==> config.mk <==
export PLATFORM = sky130hd
export DESIGN_NAME = adaptive_morse_light_decoder_flat
export DESIGN_NICKNAME = d
export VERILOG_FILES = /design/src/rtl/core/amld_pkg.sv /design/src/rtl/core/amld_ifs.sv /design/src/rtl/core/adaptive_morse_light_decoder.sv /design/src/rtl/core/amld_decode.sv /design/src/flat_wrapper.sv
export SDC_FILE = /design/constraint.sdc
export NUM_CORES = 1
export LEC_CHECK = 0
export BUFFER_PORTS_ARGS = -buffer_cell sky130_fd_sc_hd__buf_2
export CAP_MARGIN = 30
export CORE_UTILIZATION = 56
export DETAILED_ROUTE_END_ITERATION = 10
export HOLD_SLACK_MARGIN = 0.1
export PLACE_DENSITY = 0.81
export SLEW_MARGIN = 20
export SYNTH_ARGS = -nofsm -noshare
export SYNTH_HDL_FRONTEND = slang
export SYNTH_SLANG_ARGS = --single-unit
==> constraint.sdc <==
create_clock -name clk -period 4.8 [get_ports clk]
set_clock_uncertainty 0.2 [all_clocks]
set_input_delay 0.24 -clock clk [delete_from_list [all_inputs] [get_ports clk]]
set_output_delay 0.24 -clock clk [all_outputs]
set_load 0.03 [all_outputs]
==> src/rtl/core/amld_pkg.sv <==
// Shared types, constants and symbol table for the adaptive Morse light decoder.
// No dependencies; used by the interfaces, the decode logic and the top level.
package amld_pkg;

  localparam int RUN_WIDTH    = 16;
  localparam int SAMPLE_WIDTH = 10;
  localparam int MAX_ELEMENTS = 7;

  localparam int THRESH_WIDTH = 10;
  localparam int LEN_WIDTH    = 16;
  localparam int CMP_WIDTH    = (RUN_WIDTH > LEN_WIDTH) ? RUN_WIDTH : LEN_WIDTH;
  localparam int SCMP_WIDTH   = (SAMPLE_WIDTH > THRESH_WIDTH) ? SAMPLE_WIDTH : THRESH_WIDTH;
  localparam int PAT_WIDTH    = 7;
  localparam int PLEN_WIDTH   = 4;
  localparam int CODE_WIDTH   = 7;
  localparam int CFG_IDX_WIDTH  = 3;
  localparam int CFG_DATA_WIDTH = 16;
  localparam int TABLE_SIZE   = 37;

  localparam logic [RUN_WIDTH-1:0] RUN_MAX = {RUN_WIDTH{1'b1}};

  typedef enum logic [CFG_IDX_WIDTH-1:0] {
    REG_DARK_THRESHOLD   = 3'd0,
    REG_DOT_LENGTH       = 3'd1,
    REG_DASH_LENGTH      = 3'd2,
    REG_SHORT_GAP_LENGTH = 3'd3,
    REG_LONG_GAP_LENGTH  = 3'd4
  } cfg_reg_t;

  typedef struct packed {
    logic [THRESH_WIDTH-1:0] dark_threshold;
    logic [LEN_WIDTH-1:0]    dot_length;
    logic [LEN_WIDTH-1:0]    dash_length;
    logic [LEN_WIDTH-1:0]    short_gap_length;
    logic [LEN_WIDTH-1:0]    long_gap_length;
  } cfg_t;

  typedef struct packed {
    logic                  previous_dark;
    logic                  have_previous;
    logic [RUN_WIDTH-1:0]  mark_run;
    logic [RUN_WIDTH-1:0]  gap_run;
    logic [PAT_WIDTH-1:0]  pattern_bits;
    logic [PLEN_WIDTH-1:0] pattern_length;
    logic                  mark_seen;
  } state_t;

  typedef struct packed {
    logic [CODE_WIDTH-1:0] code;
    logic [PLEN_WIDTH-1:0] len;
    logic [PAT_WIDTH-1:0]  bits;
  } sym_t;

  typedef struct packed {
    logic                  found;
    logic [CODE_WIDTH-1:0] code;
  } match_t;

  // element i in bit i, 1 = dash
  localparam sym_t SYM_TABLE [TABLE_SIZE] = '{
    '{7'd32, 4'd7, 7'h00},
    '{7'd65, 4'd2, 7'h02}, '{7'd66, 4'd4, 7'h01}, '{7'd67, 4'd4, 7'h05},
    '{7'd68, 4'd3, 7'h01}, '{7'd69, 4'd1, 7'h00}, '{7'd70, 4'd4, 7'h04},
    '{7'd71, 4'd3, 7'h03}, '{7'd72, 4'd4, 7'h00}, '{7'd73, 4'd2, 7'h00},
    '{7'd74, 4'd4, 7'h0E}, '{7'd75, 4'd3, 7'h05}, '{7'd76, 4'd4, 7'h02},
    '{7'd77, 4'd2, 7'h03}, '{7'd78, 4'd2, 7'h01}, '{7'd79, 4'd3, 7'h07},
    '{7'd80, 4'd4, 7'h06}, '{7'd81, 4'd4, 7'h0B}, '{7'd82, 4'd3, 7'h02},
    '{7'd83, 4'd3, 7'h00}, '{7'd84, 4'd1, 7'h01}, '{7'd85, 4'd3, 7'h04},
    '{7'd86, 4'd4, 7'h08}, '{7'd87, 4'd3, 7'h06}, '{7'd88, 4'd4, 7'h09},
    '{7'd89, 4'd4, 7'h0D}, '{7'd90, 4'd4, 7'h03},
    '{7'd48, 4'd5, 7'h1F}, '{7'd49, 4'd5, 7'h1E}, '{7'd50, 4'd5, 7'h1C},
    '{7'd51, 4'd5, 7'h18}, '{7'd52, 4'd5, 7'h10}, '{7'd53, 4'd5, 7'h00},
    '{7'd54, 4'd5, 7'h01}, '{7'd55, 4'd5, 7'h03}, '{7'd56, 4'd5, 7'h07},
    '{7'd57, 4'd5, 7'h0F}
  };

  // Entries are unique, so an OR over all hits gives the single match.
  function automatic match_t sym_lookup(input logic [PLEN_WIDTH-1:0] len,
                                        input logic [PAT_WIDTH-1:0]  bits);
    match_t m;
    m = '0;
    if (len >= PLEN_WIDTH'(1) && len <= PLEN_WIDTH'(MAX_ELEMENTS)) begin
      for (int i = 0; i < TABLE_SIZE; i++) begin
        if (SYM_TABLE[i].len == len && SYM_TABLE[i].bits == bits) begin
          m.found = 1'b1;
          m.code  = m.code | SYM_TABLE[i].code;
        end
      end
    end
    return m;
  endfunction

endpackage

==> src/rtl/core/amld_ifs.sv <==
// Valid/ready channel interfaces: sample input, character output, register writes.
// Depends on amld_pkg for field widths.
interface amld_in_if;
  import amld_pkg::*;
  logic                    valid;
  logic                    ready;
  logic [SAMPLE_WIDTH-1:0] sample;
  logic                    end_of_message;
  modport source (output valid, sample, end_of_message, input ready);
  modport sink   (input valid, sample, end_of_message, output ready);
endinterface

interface amld_out_if;
  import amld_pkg::*;
  logic                  valid;
  logic                  ready;
  logic [CODE_WIDTH-1:0] char_code;
  modport source (output valid, char_code, input ready);
  modport sink   (input valid, char_code, output ready);
endinterface

interface amld_cfg_if;
  import amld_pkg::*;
  logic                      valid;
  logic                      ready;
  logic [CFG_IDX_WIDTH-1:0]  index;
  logic [CFG_DATA_WIDTH-1:0] data;
  modport source (output valid, index, data, input ready);
  modport sink   (input valid, index, data, output ready);
endinterface

==> src/rtl/core/adaptive_morse_light_decoder.sv <==
// Top level of the adaptive Morse light decoder: channels, registers, pipeline.
// Depends on amld_pkg, amld_ifs and amld_decode.
//
// in_ch carries one light sample per beat, or an end-of-message beat that
// flushes the pending pattern and clears the decoder state. out_ch carries
// one ASCII character (space, A-Z, 0-9) per beat, only when a symbol ends on
// a long gap or at end of message and its pattern is in the table.
// cfg writes the threshold and the four calibrated lengths by index; it is
// always ready and is meant to be used while the block is idle.
//
// Throughput: one sample per cycle while out_ch is not stalled. An input beat
// lands in an input register; when that register advances, the decode step
// updates the state and loads the result register, from which a character is
// offered for the beat that ends its symbol.
// The input register advances whenever the result register is empty or being
// taken, so a stalled receiver holds one result and one sample, and the
// ready on in_ch drops until out_ch moves again.
// Reset (rst, synchronous) clears the decoder state, empties both registers
// and restores the register defaults: threshold 512, dot 1, dash 2,
// short gap 1, long gap 2.
module adaptive_morse_light_decoder (
  input  logic       clk,
  input  logic       rst,
  amld_in_if.sink    in_ch,
  amld_out_if.source out_ch,
  amld_cfg_if.sink   cfg
);
  import amld_pkg::*;

  cfg_t                    regs;
  state_t                  state, state_next;

  logic                    s1_valid;
  logic [SAMPLE_WIDTH-1:0] s1_sample;
  logic                    s1_eom;
  logic                    s1_advance;

  logic                    emit;
  logic [CODE_WIDTH-1:0]   code;
  logic                    out_valid;
  logic [CODE_WIDTH-1:0]   out_code;

  assign s1_advance = s1_valid && (!out_valid || out_ch.ready);
  assign in_ch.ready = !s1_valid || s1_advance;
  assign out_ch.valid = out_valid;
  assign out_ch.char_code = out_code;
  assign cfg.ready = 1'b1;

  always_ff @(posedge clk) begin
    if (rst) begin
      regs.dark_threshold   <= THRESH_WIDTH'(512);
      regs.dot_length       <= LEN_WIDTH'(1);
      regs.dash_length      <= LEN_WIDTH'(2);
      regs.short_gap_length <= LEN_WIDTH'(1);
      regs.long_gap_length  <= LEN_WIDTH'(2);
    end else if (cfg.valid) begin
      case (cfg.index)
        REG_DARK_THRESHOLD:   regs.dark_threshold   <= cfg.data[THRESH_WIDTH-1:0];
        REG_DOT_LENGTH:       regs.dot_length       <= cfg.data[LEN_WIDTH-1:0];
        REG_DASH_LENGTH:      regs.dash_length      <= cfg.data[LEN_WIDTH-1:0];
        REG_SHORT_GAP_LENGTH: regs.short_gap_length <= cfg.data[LEN_WIDTH-1:0];
        REG_LONG_GAP_LENGTH:  regs.long_gap_length  <= cfg.data[LEN_WIDTH-1:0];
        default: ;
      endcase
    end
  end

  // input register
  always_ff @(posedge clk) begin
    if (rst) begin
      s1_valid <= 1'b0;
    end else if (in_ch.ready) begin
      s1_valid <= in_ch.valid;
    end
  end

  always_ff @(posedge clk) begin
    if (in_ch.valid && in_ch.ready) begin
      s1_sample <= in_ch.sample;
      s1_eom    <= in_ch.end_of_message;
    end
  end

  amld_decode u_decode (
    .cfg            (regs),
    .state          (state),
    .sample         (s1_sample),
    .end_of_message (s1_eom),
    .state_next     (state_next),
    .emit           (emit),
    .char_code      (code)
  );

  always_ff @(posedge clk) begin
    if (rst) begin
      state <= '0;
    end else if (s1_advance) begin
      state <= state_next;
    end
  end

  // result register
  always_ff @(posedge clk) begin
    if (rst) begin
      out_valid <= 1'b0;
    end else if (s1_advance) begin
      out_valid <= emit;
    end else if (out_ch.ready) begin
      out_valid <= 1'b0;
    end
  end

  always_ff @(posedge clk) begin
    if (s1_advance && emit) begin
      out_code <= code;
    end
  end

  a_pat_len_range: assert property (@(posedge clk) disable iff (rst)
    state.pattern_length <= PLEN_WIDTH'(MAX_ELEMENTS + 1))
    else $error("pattern length out of range");

  a_pat_needs_mark: assert property (@(posedge clk) disable iff (rst)
    !state.mark_seen |-> state.pattern_length == '0)
    else $error("pattern held with no mark seen");

  a_one_run: assert property (@(posedge clk) disable iff (rst)
    state.mark_run == '0 || state.gap_run == '0)
    else $error("mark and gap runs both active");

  a_eom_clears: assert property (@(posedge clk) disable iff (rst)
    s1_advance && s1_eom |=> state.pattern_length == '0 && !state.have_previous
      && !state.mark_seen)
    else $error("end of message did not clear state");

endmodule

==> src/rtl/core/amld_decode.sv <==
// Per-sample decode step: dark/light class, run counting, element append, flush.
// Depends on amld_pkg (state and config types, symbol lookup).
module amld_decode (
  input  amld_pkg::cfg_t                        cfg,
  input  amld_pkg::state_t                      state,
  input  logic [amld_pkg::SAMPLE_WIDTH-1:0]     sample,
  input  logic                                  end_of_message,
  output amld_pkg::state_t                      state_next,
  output logic                                  emit,
  output logic [amld_pkg::CODE_WIDTH-1:0]       char_code
);
  import amld_pkg::*;

  logic                  dark;
  logic [CMP_WIDTH-1:0]  mark_ext, gap_ext;
  logic [CMP_WIDTH-1:0]  d_dot, d_dash, d_short, d_long;
  logic                  is_dash, is_long;
  match_t                hit;

  function automatic logic [CMP_WIDTH-1:0] abs_diff(input logic [CMP_WIDTH-1:0] a,
                                                    input logic [CMP_WIDTH-1:0] b);
    return (a > b) ? a - b : b - a;
  endfunction

  assign dark     = SCMP_WIDTH'(sample) > SCMP_WIDTH'(cfg.dark_threshold);
  assign mark_ext = CMP_WIDTH'(state.mark_run);
  assign gap_ext  = CMP_WIDTH'(state.gap_run);
  assign d_dot    = abs_diff(CMP_WIDTH'(cfg.dot_length), mark_ext);
  assign d_dash   = abs_diff(CMP_WIDTH'(cfg.dash_length), mark_ext);
  assign d_short  = abs_diff(CMP_WIDTH'(cfg.short_gap_length), gap_ext);
  assign d_long   = abs_diff(CMP_WIDTH'(cfg.long_gap_length), gap_ext);
  assign is_dash  = !(d_dot < d_dash);
  assign is_long  = !(d_short < d_long);
  assign hit      = sym_lookup(state.pattern_length, state.pattern_bits);
  assign char_code = hit.code;

  always_comb begin
    state_next = state;
    emit       = 1'b0;
    if (end_of_message) begin
      emit       = hit.found;
      state_next = '0;
    end else begin
      if (!dark) begin
        if (state.have_previous && state.previous_dark) begin
          // dark-to-light edge: append the finished element
          if (state.pattern_length < PLEN_WIDTH'(MAX_ELEMENTS)) begin
            state_next.pattern_bits[state.pattern_length[2:0]] =
              state.pattern_bits[state.pattern_length[2:0]] | is_dash;
            state_next.pattern_length = state.pattern_length + PLEN_WIDTH'(1);
          end else begin
            state_next.pattern_length = PLEN_WIDTH'(MAX_ELEMENTS + 1);
          end
          state_next.mark_seen = 1'b1;
          state_next.mark_run  = '0;
          state_next.gap_run   = RUN_WIDTH'(1);
        end else if (state.gap_run != RUN_MAX) begin
          state_next.gap_run = state.gap_run + RUN_WIDTH'(1);
        end
      end else begin
        if (state.have_previous && !state.previous_dark) begin
          // light-to-dark edge: a long gap closes the symbol
          if (is_long && state.mark_seen) begin
            emit                      = hit.found;
            state_next.pattern_bits   = '0;
            state_next.pattern_length = '0;
          end
          state_next.gap_run  = '0;
          state_next.mark_run = RUN_WIDTH'(1);
        end else if (state.mark_run != RUN_MAX) begin
          state_next.mark_run = state.mark_run + RUN_WIDTH'(1);
        end
      end
      state_next.previous_dark = dark;
      state_next.have_previous = 1'b1;
    end
  end

endmodule

==> src/flat_wrapper.sv <==
// flat-port wrapper written by rule: the top's interface ports become plain ports
module adaptive_morse_light_decoder_flat import amld_pkg::*;
  (clk, rst, in_ch_valid, in_ch_sample, in_ch_end_of_message, in_ch_ready, out_ch_valid, out_ch_char_code, out_ch_ready, cfg_valid, cfg_index, cfg_data, cfg_ready);
  amld_in_if in_ch_i ();
  amld_out_if out_ch_i ();
  amld_cfg_if cfg_i ();
  input  logic clk;
  input  logic rst;
  input wire logic [$bits(in_ch_i.valid)-1:0] in_ch_valid;
  input wire logic [$bits(in_ch_i.sample)-1:0] in_ch_sample;
  input wire logic [$bits(in_ch_i.end_of_message)-1:0] in_ch_end_of_message;
  output wire logic [$bits(in_ch_i.ready)-1:0] in_ch_ready;
  output wire logic [$bits(out_ch_i.valid)-1:0] out_ch_valid;
  output wire logic [$bits(out_ch_i.char_code)-1:0] out_ch_char_code;
  input wire logic [$bits(out_ch_i.ready)-1:0] out_ch_ready;
  input wire logic [$bits(cfg_i.valid)-1:0] cfg_valid;
  input wire logic [$bits(cfg_i.index)-1:0] cfg_index;
  input wire logic [$bits(cfg_i.data)-1:0] cfg_data;
  output wire logic [$bits(cfg_i.ready)-1:0] cfg_ready;
  assign in_ch_i.valid = in_ch_valid;
  assign in_ch_i.sample = in_ch_sample;
  assign in_ch_i.end_of_message = in_ch_end_of_message;
  assign in_ch_ready = in_ch_i.ready;
  assign out_ch_valid = out_ch_i.valid;
  assign out_ch_char_code = out_ch_i.char_code;
  assign out_ch_i.ready = out_ch_ready;
  assign cfg_i.valid = cfg_valid;
  assign cfg_i.index = cfg_index;
  assign cfg_i.data = cfg_data;
  assign cfg_ready = cfg_i.ready;
  adaptive_morse_light_decoder u_core (.clk(clk), .rst(rst), .in_ch(in_ch_i), .out_ch(out_ch_i), .cfg(cfg_i));
endmodule
Word level (Yosys, flattened, before mapping):

Index checks and enable logic that the tools add are counted.

* bitwise logic cells: 1
* multiply operators: 0
* equality and inequality tests: 34
* reduce and logical (&&, ||, !) cells: 77
* multiplexer cells: 160
* divide/modulo/power cells: 0
* order comparisons: 12
* shift operators: 0
* $add $sub $neg: 11

Operators with widths (count)
* two-way mux 8 bit: 75
* two-way mux 16 bit: 33
* two-way mux 74 bit: 2
* two-way mux 46 bit: 3
* subtractor 16 bit: 8
* two-way mux 43 bit: 2
* two-way mux 27 bit: 3
* greater-than comparator 16 bit: 4
* logical AND 1 bit: 45
* two-way mux 11 bit: 4
* equality test 4 x 7 -> 1 bit, first input constant: 6
* two-way mux 12 bit: 3
* equality test 5 x 7 -> 1 bit, first input constant: 5
* adder 16 x 1 -> 16 bit, second input constant: 2
* less-than comparator 16 bit: 2
* inequality test 16 bit, second input constant: 2
* two-way mux 10 bit: 3
* equality test 3 x 7 -> 1 bit, first input constant: 4
* two-way mux 7 bit: 4
* two-way mux 1 bit: 21
* two-way mux 4 bit: 4
* nonzero test 2 bit: 8
* equality test 2 x 7 -> 1 bit, first input constant: 2
* equality test 3 x 4 -> 1 bit, first input constant: 3
* 31 further kinds: 47

* memory bits (writable): 0
* latch bits: 0
* ROM bits: 0
* output and inout port bits: 10
* word-level logic and storage cells: 312
* memories kept: 0
* input port bits: 35
* register bits after elaboration: 140

Longest topological paths before layout:

Gate-level depths: netlist of the first run.

* depth after elaboration: 89
* mapped depth: 22
* mapped depth without buffers: 21

Hierarchy:

A second synthesis of the first run with hierarchy kept.

* cell total of the unflattened synthesis: 1859
* area total of the unflattened synthesis: 14316.2 µm²

By module, submodules not included
* amld_decode: cells each 1289, area each 9046.2 µm², times used 1
* adaptive_morse_light_decoder: cells each 570, area each 5270.1 µm², times used 1

Worst setup path before layout of the first run:

Ideal clock, no wire load.

* kind: reg-to-reg
* start point: register u_core.state[13] (netlist name)
* end point: register u_core.out_code[0], in the netlist u_core.out_ch.char_code[0], enable pin
* path slack: -0.198 ns
* arrival time: 4.526 ns
* stages on the path, launching flop included: 21
* path through: dfxtp_1 inv_1 fa_1 a21o_1 a221o_1 nor4_2 o41ai_2 o21ai_4 buf_4 a311oi_1 a21oi_1 xor2_1 ha_1 a21o_1 a21o_1 a21oi_1 o211ai_1 a221oi_1 nand4b_1 nand2_1 and3_1

* cells in the longest elaborated chain, start to end: 16

Ends and longest elaborated chain
* subtractor 16 bit or greater-than comparator 16 bit (tied branches): line amld_decode.sv:22 `return (a > b) ? a - b : b - a;`
* two-way mux 16 bit: line amld_decode.sv:22
* less-than comparator 16 bit *: line amld_decode.sv:33 `assign is_long = !(d_short < d_long);`
* zero test 1 bit *: line amld_decode.sv:33
* logical AND 1 bit *: line amld_decode.sv:63 `if (is_long && state.mark_seen) begin`
* two-way mux 1 bit *: line amld_decode.sv:63
* two-way mux 1 bit *: line amld_decode.sv:61 `if (state.have_previous && !state.previous_dark) begin`
* two-way mux 1 bit *: line amld_decode.sv:44 `if (!dark) begin`
* two-way mux 1 bit *: line amld_decode.sv:40 `if (end_of_message) begin`
* two-way mux 1 bit *: line amld_decode.sv:61
* two-way mux 1 bit *: line amld_decode.sv:44
* two-way mux 1 bit *: line amld_decode.sv:40
* two-way mux 1 bit *: line amld_decode.sv:44
* two-way mux 1 bit * (2 in a row): line amld_decode.sv:40
* logical AND 1 bit *: line adaptive_morse_light_decoder.sv:114 `if (s1_advance && emit) begin`
* end signal: assignment: line adaptive_morse_light_decoder.sv:115 `out_code <= code;`
* end: declaration: line adaptive_morse_light_decoder.sv:41 `logic [CODE_WIDTH-1:0] out_code;`

Every way passes the cells marked *; elsewhere a longest branch is shown, timed or not. The select of a mux whose other input is x is not followed.
A chain may end at the register's enable or synchronous reset.

Worst setup path after layout of the first run:

* start point: register u_core.state[29] (netlist name)
* end point: register u_core.state[9] (netlist name)

* cells in the longest elaborated chain, start to end: 18

Ends and longest elaborated chain
* subtractor 16 bit or greater-than comparator 16 bit (tied branches): line amld_decode.sv:22
* two-way mux 16 bit: line amld_decode.sv:22
* less-than comparator 16 bit *: line amld_decode.sv:32 `assign is_dash = !(d_dot < d_dash);`
* zero test 1 bit *: line amld_decode.sv:32
* bitwise OR 1 bit *: line amld_decode.sv:49 `state.pattern_bits[state.pattern_length[2:0]] | is_dash;`
* bitwise mux 7 bit *: line amld_decode.sv:48 `state_next.pattern_bits[state.pattern_length[2:0]] =`
* two-way mux 7 bit *: line amld_decode.sv:47 `if (state.pattern_length < PLEN_WIDTH'(MAX_ELEMENTS)) begin`
* two-way mux 7 bit *: line amld_decode.sv:45 `if (state.have_previous && state.previous_dark) begin`
* [... 2 more ...]
* two-way mux 12 bit *: line amld_decode.sv:45
* two-way mux 12 bit *: line amld_decode.sv:44
* two-way mux 12 bit *: line amld_decode.sv:40
* two-way mux 43 bit *: line amld_decode.sv:44
* two-way mux 43 bit *: line amld_decode.sv:40
* two-way mux 46 bit *: line amld_decode.sv:40
* two-way mux 46 bit *: line adaptive_morse_light_decoder.sv:97 `end else if (s1_advance) begin`
* two-way mux 46 bit *: line adaptive_morse_light_decoder.sv:95 `if (rst) begin`

Marked as above.

==> reports/metrics.cfg, run 1 <==
[run_status]
status=finished, violations left
violations=setup timing

[drt]
drt_first_pass_iters=6
wire_per_inst_um=18.6
drc=0
ant_nets=0
vias_per_cell=6.11
via_count=13668
wirelength_mm=41.5
first_iter_violations=1184

[power_and_ir_drop]
p_int_mw=2.72
p_clk_frac=0.334
power.density_mw_per_mm2=261
comb_power_share=0.369
switching_share=0.344
p_leak_nw=6.75
seqPwrFrac=0.297
peakVddDrop_v=0.000242
p_sw_mw=1.42

[setup_path]
cp.arrival_ns=4.99
reg2reg_slack_ns=-0.04
path_max_fanout=5
max_stage_delay_ns=0.49
critPathRequiredTime_ns=4.96
critPathBufInv=2
cp_slowest_cell=fa_1
reg2reg_to=u_core.state[9]
crit_start=u_core.state[29]
path_cells=inv_1 -> fa_1 -> a21o_1 -> a211oi_1 -> buf_4 -> o21bai_1 -> a21boi_0 -> o21ai_0 -> a311oi_1 -> a21oi_1 -> xor2_1 -> ha_1 -> and3_1 -> o31ai_1 -> nor3_1 -> a21oi_2 -> a211oi_2 -> nand3_1 -> o21ai_1
critPathLaunchType=flop
endpoint=u_core.state[9]
cp-end-kind=flop
rr_worst_depth=19
critPathKind=flop to flop
path_delay_family=compound AO/OA/AOI/OAI gates
r2r-start=u_core.state[29]
cp.depth=19

[die]
rows=56
dieHeight_um=157
pin_count=45
start_util=0.573
die_x_um=157
die_area_mm2=0.0246
coreArea_mm2=0.0235

[yosys]
yosysTopAreaCell=dfxtp_1
syn_avg_cell_area_um2=7.72
synth_top_area_share=0.182
synth_ff_type=dfxtp_1
synthTopCellsByArea=dfxtp_1 18%, ha_1 16%, a21oi_1 7.6%, nand2_1 6.7%, inv_1 4.1%
synth_warnings=0
synth_seq_area_share=0.222
synth_area_mm2=0.0134
syn-num-nets=1955
ys_async_sr_fraction=0
ys_types=108
synthCells=1742
ys_ff_latch=140
synth_edf_count=18

[hold_path]
worst_hold_path_type=input pin to flop

[clock_tree]
insertion_delay_ns=0.43
clk_pin_slew_worst_paths_ns=0.07
cts_tree=done
cts.sinks=140
clockRootBuffer=clkbuf_16
cts_made_buffers=17
clk_path_buf_depth=2
h-tree-depth=4

[sta]
timing.fmax_ghz=0.207
period_needed_ns=4.84
setup_viol=12
post-route-worst-setup-slack_ns=-0.0382
slew_headroom=0.409
worst_slew_pin_slew_ns=0.879
slew_viol_final=0
final_hold_viol_count=0
post-route-period-util=1.01
whs_ns=0.181
rsz0062_at_grt=true
fin_setup_tns_ns=-0.340

[placement]
place_congestion=0.986
io_buffers=43
place_ws_ns=-0.211
dpl_cell_area_mm2=0.0147
hpwl_mm=31.4

[cells_and_area]
diodes=0
fillers=1911
final_area_mm2=0.0159
final_core_util=0.676
synthToLayoutAreaGrowth_pct=18.0
drive_gt1_frac=0.161
fin_nets=2118

[global_routing]
grt_util_met3=0.0476
first_global_vias=12991
met2_usage=0.579
grt_max_degree=64
grt_busiest_layer=met2
grt_pass1_wl_mm=66.1
grt_overflow=0
antenna_found_initial=0
grtUsageTotal=0.341
use_met1=0.436

[run]
drv_cap=0

worst min-delay path, cell delays in order:
cell and delay [ns]:
buf_2 0.11, nand2b_1 0.19, nor2_1 0.14, a41o_1 0.11
power by group through the flow:
stage	Combinational, mW	Clock (mW)	Sequential, mW
floorplan	1.02	0	1.25
global placement	1.38	0	1.25
detailed placement	1.41	0	1.25
CTS	1.48	1.38	1.23
finish	1.53	1.38	1.23
global route	1.68	1.43	1.23
worst min-delay path by stage:
| stage | startpoint | to | cells after the start |
|---|---|---|---|
| after floorplan | in_ch_end_of_message | u_core.s1_eom | 0 |
| after global placement | in_ch_sample[5] | u_core.s1_sample[5] | 1 |
| after detailed placement | in_ch_sample[1] | u_core.s1_sample[1] | 1 |
| after CTS | out_ch_ready | u_core.out_ch.valid | 4 |
| after global routing | out_ch_ready | u_core.out_ch.valid | 4 |
| final | out_ch_ready | u_core.out_ch.valid | 4 |
cells in the final DEF, fill, tap and decap left out, drive strengths merged, types with 27 or more instances in the layout:
cell type and count:
a211oi 27, a21o 63, a21oi 208, buf 192, dfxtp 122, dlygate4sd3 34, ha 170, inv 155
nand2 241, nand3 42, nand4 32, nor2 93, nor3 36, o21ai 76, xnor2 52
Yosys cell counts, types with 18 or more instances:
cell	n
inv_1	147
a211oi_1	25
a21oi_1	205
clkbuf_1	36
nand2_1	239
dfxtp_1	122
edfxtp_1	18
mux2i_1	26
buf_2	21
nor2b_1	25
a31oi_1	19
nor3_1	33
o21ai_0	66
xnor2_1	52
ha_1	170
nor2_1	91
nand4_1	30
nand3_1	42
xor2_1	22
nand2b_1	18
a21o_1	63
sequential cells by signal, summed over array words and instances (netlist names):
| signal | flops |
|---|---|
| u_core.out_ch.char_code | 7 |
| u_core.s1_sample | 10 |
| u_core.out_ch.valid | 1 |
| u_core.s1_eom | 1 |
| u_core.state | 46 |
| u_core.regs | 74 |
| u_core.s1_valid | 1 |
timing repair:
| action | in CTS | in global routing |
|---|---|---|
| endpoints found under the hold margin | 86 | 0 |
| pin swaps | 4 | 12 |
| cloned | 0 | 0 |
| resized for setup | 14 | 20 |
| buffers inserted | 7 | 5 |
| hold buffers | 34 | 0 |
| endpoints found under the setup margin | 15 | 19 |
stage by stage:
| stage | power [mW] | cells |
|---|---|---|
| after floorplan | 2.26 | 1742 |
| after global placement | 2.63 | 2159 |
| final | 4.14 | 2237 |
| after global routing | 4.35 | 2237 |
| after detailed placement | 2.66 | 2159 |
| after CTS | 4.09 | 2232 |
layer usage:
metal	vias to the layer above	wire length, µm	part of all wire
met3	100	3000	0.072
met2	682	19400	0.47
met1	6367	17700	0.43
met5	-	0	0
li1	6519	-	-
met4	0	1360	0.033
final cells by class:
class	instances	area [µm²]	share of cell area
Multi-Input combinational cell	1372	9610	0.606
Sequential cell	140	2990	0.188
Timing Repair Buffer	226	1710	0.108
Inverter	148	556	0.0350
Clock buffer	17	425	0.0268
Tap cell	319	399	0.0252
Clock inverter	15	180	0.0114
logic make-up (layout without fill, tap and decap cells):
kind of cell | Yosys count | count (layout) | share of synthesized area
compound gates | 519 | 519 | 0.254
xor+xnor | 74 | 74 | 0.0482
mux | 34 | 34 | 0.0261
buf+inv | 230 | 406 | 0.0725
simple gates | 566 | 566 | 0.207
fa+ha+maj | 178 | 178 | 0.170
other cells | 1 | 1 | 0.000279
flops | 140 | 140 | 0.222
Power figures use the tool's default switching activity.
==> run 2: changes to the inputs <==
CORE_ASPECT_RATIO = 0.75   (was not set)
PLACE_DENSITY = 0.78   (was 0.81)
clock period = 6 ns   (was 4.8 ns; I/O delays follow)
==> run 2 against run 1 <==
Compared with the run above:
- clock-buffer cell count is the same
- via count shrank 5.3%
- hold slack lost 0.023 ns
- routed wire length shrank 3.1%
- the run now ends clean
- total power shrank 25%
- sequential share of layout area grew 1.5 points
- largest cell class unchanged
- largest power group unchanged
- final cell count shrank 6.8%
- combinational power shrank 29%
- critical path type unchanged
- sequential power shrank 20%
==> reports/metrics.cfg, run 2 (same netlist as run 1, synthesis figures left out) <==
[run_status]
status=completed

[drt]
vias_per_cell=6.21
first_iter_violations=1470
met2_length_mm=16.8
wire_per_inst_um=19.3
wl_met3_mm=3.72
ant_nets=0
drt_first_pass_iters=5
drt-met1-wl_mm=19.3
wirelength_mm=40.2
routed.top_layer=met4
drc=0
via_count=12948

[clock_tree]
clockRootBuffer=clkbuf_16
post-cts-setup-buffer-count=0
clk_pin_slew_worst_paths_ns=0.07
insertion_delay_ns=0.43
clk_path_buf_depth=2
h-tree-depth=4
cts.sinks=140
cts_tree=done
cts_made_buffers=17

[die]
die_area_mm2=0.0246
pin_count=45
die_x_um=181
start_util=0.577
rows=48
coreArea_mm2=0.0233
dieHeight_um=136

[sta]
timing.fmax_ghz=0.178
final_hold_viol_count=0
slew_headroom=0.379
setup_viol=0
worst_slew_pin_slew_ns=0.923
fin_setup_tns_ns=0
slew_viol_final=0
post-route-period-util=0.934
rsz0062_at_grt=false
period_needed_ns=5.61

[global_routing]
first_global_vias=11743
grt_overflow=0
antenna_found_initial=0
grtUsageTotal=0.327
grt_max_degree=57
grt_pass1_wl_mm=63.9

[setup_path]
crit_start=u_core.state[12]
cp-end-kind=flop
r2r-start=u_core.state[12]
path_max_fanout=15
reg2reg_slack_ns=0.39
critPathRequiredTime_ns=5.89
cp.arrival_ns=5.50
critPathLaunchType=flop
critPathKind=flop to flop

[cells_and_area]
multiInputGateArea_mm2=0.00950
diodes=0
final_area_mm2=0.0147
final_common_cell=nand2_1
synthToLayoutAreaGrowth_pct=9.02
fillers=2037
area.sequential_mm2=0.00298
fin_nets=1985
drive_gt1_frac=0.0880
mostFrequentLayoutCells=239 x nand2_1, 205 x a21oi_1, 170 x ha_1
reg_top3=u_core.regs (74), u_core.state (46), u_core.s1_sample (10)
stdcell_count=2085
largest_reg_flops=74
top_register=u_core.regs

[power_and_ir_drop]
power.density_mw_per_mm2=211
peakVddDrop_v=0.000235
p_leak_nw=6.09

[placement]
hpwl_mm=31.1
dpl_cell_area_mm2=0.0138
io_buffers=43
place_congestion=0.990
dp.cells=2022

[run]
drv_cap=0

[hold_path]
worst_hold_path_type=input pin to flop
min_from=cfg_index[1]

[run 2: layout make-up]
| class | count | share of cell area |
|---|---|---|
| multi-input cells | 1372 | 0.648 |
| clock buffers | 17 | 0.0290 |
| inverters | 148 | 0.0379 |
| clock inverters | 15 | 0.00990 |
| repair buffers | 93 | 0.0454 |
| well taps | 300 | 0.0256 |
| flip-flops and latches | 140 | 0.204 |
[run 2: worst max-delay path: stages, from the launching register on]
cell and delay [ns]:
dfxtp_1 0.52, ha_1 0.24, inv_1 0.06, fa_1 0.41
a21o_1 0.22, a221o_1 0.33, nor4_2 0.28, o41ai_2 0.17
o21ai_4 0.39, mux2i_1 0.46, xnor2_1 0.12, ha_1 0.31
o211a_1 0.18, o21ai_0 0.09, and3_1 0.16, o211ai_1 0.09
a221oi_1 0.11, buf_4 0.17, nand4b_1 0.21, nand2_1 0.13
and3_1 0.39
[run 2: metrics by stage]
step                      worst slack, ns  power [mW]   util  hold slack (ns)
after floorplan                      1.00        1.80      -            0.199
after global placement              0.595        2.03  0.590            0.244
after detailed placement            0.430        2.05  0.591            0.254
after CTS                           0.410        3.07  0.629            0.135
after global routing               0.0694        3.25  0.629            0.175
final                               0.395        3.09  0.629            0.158
[run 2: what timing repair did]
item                                   4_1_cts  5_1_grt
setup endpoints to repair                    0        7
hold buffers                                31        0
endpoints found under the hold margin       86        0
resized for setup                            0        1
[run 2: path summary, 6_finish.rpt]
| kind | to | depth (start not counted) |
|---|---|---|
| min | u_core.regs[34] | 5 |
| min reg2reg | u_core.regs[68] | 2 |
| max reg2reg | u_core.out_ch.char_code[6] | 20 |
| max | u_core.out_ch.char_code[6] | 20 |
[run 2: per-layer routing]
metal / vias up / track usage
li1: 6239 / -
met1: 6058 / 0.492
met2: 605 / 0.482
met3: 46 / 0.0589
met4: 0 / 0.0632
met5: - / 0
[run 2: report_power, final]
part	internal [mW]	leakage (nW)	switching, mW
logic	0.475	4.65	0.613
clock network	0.550	0.281	0.470
registers	0.966	1.16	0.0195
total	1.99	6.09	1.10
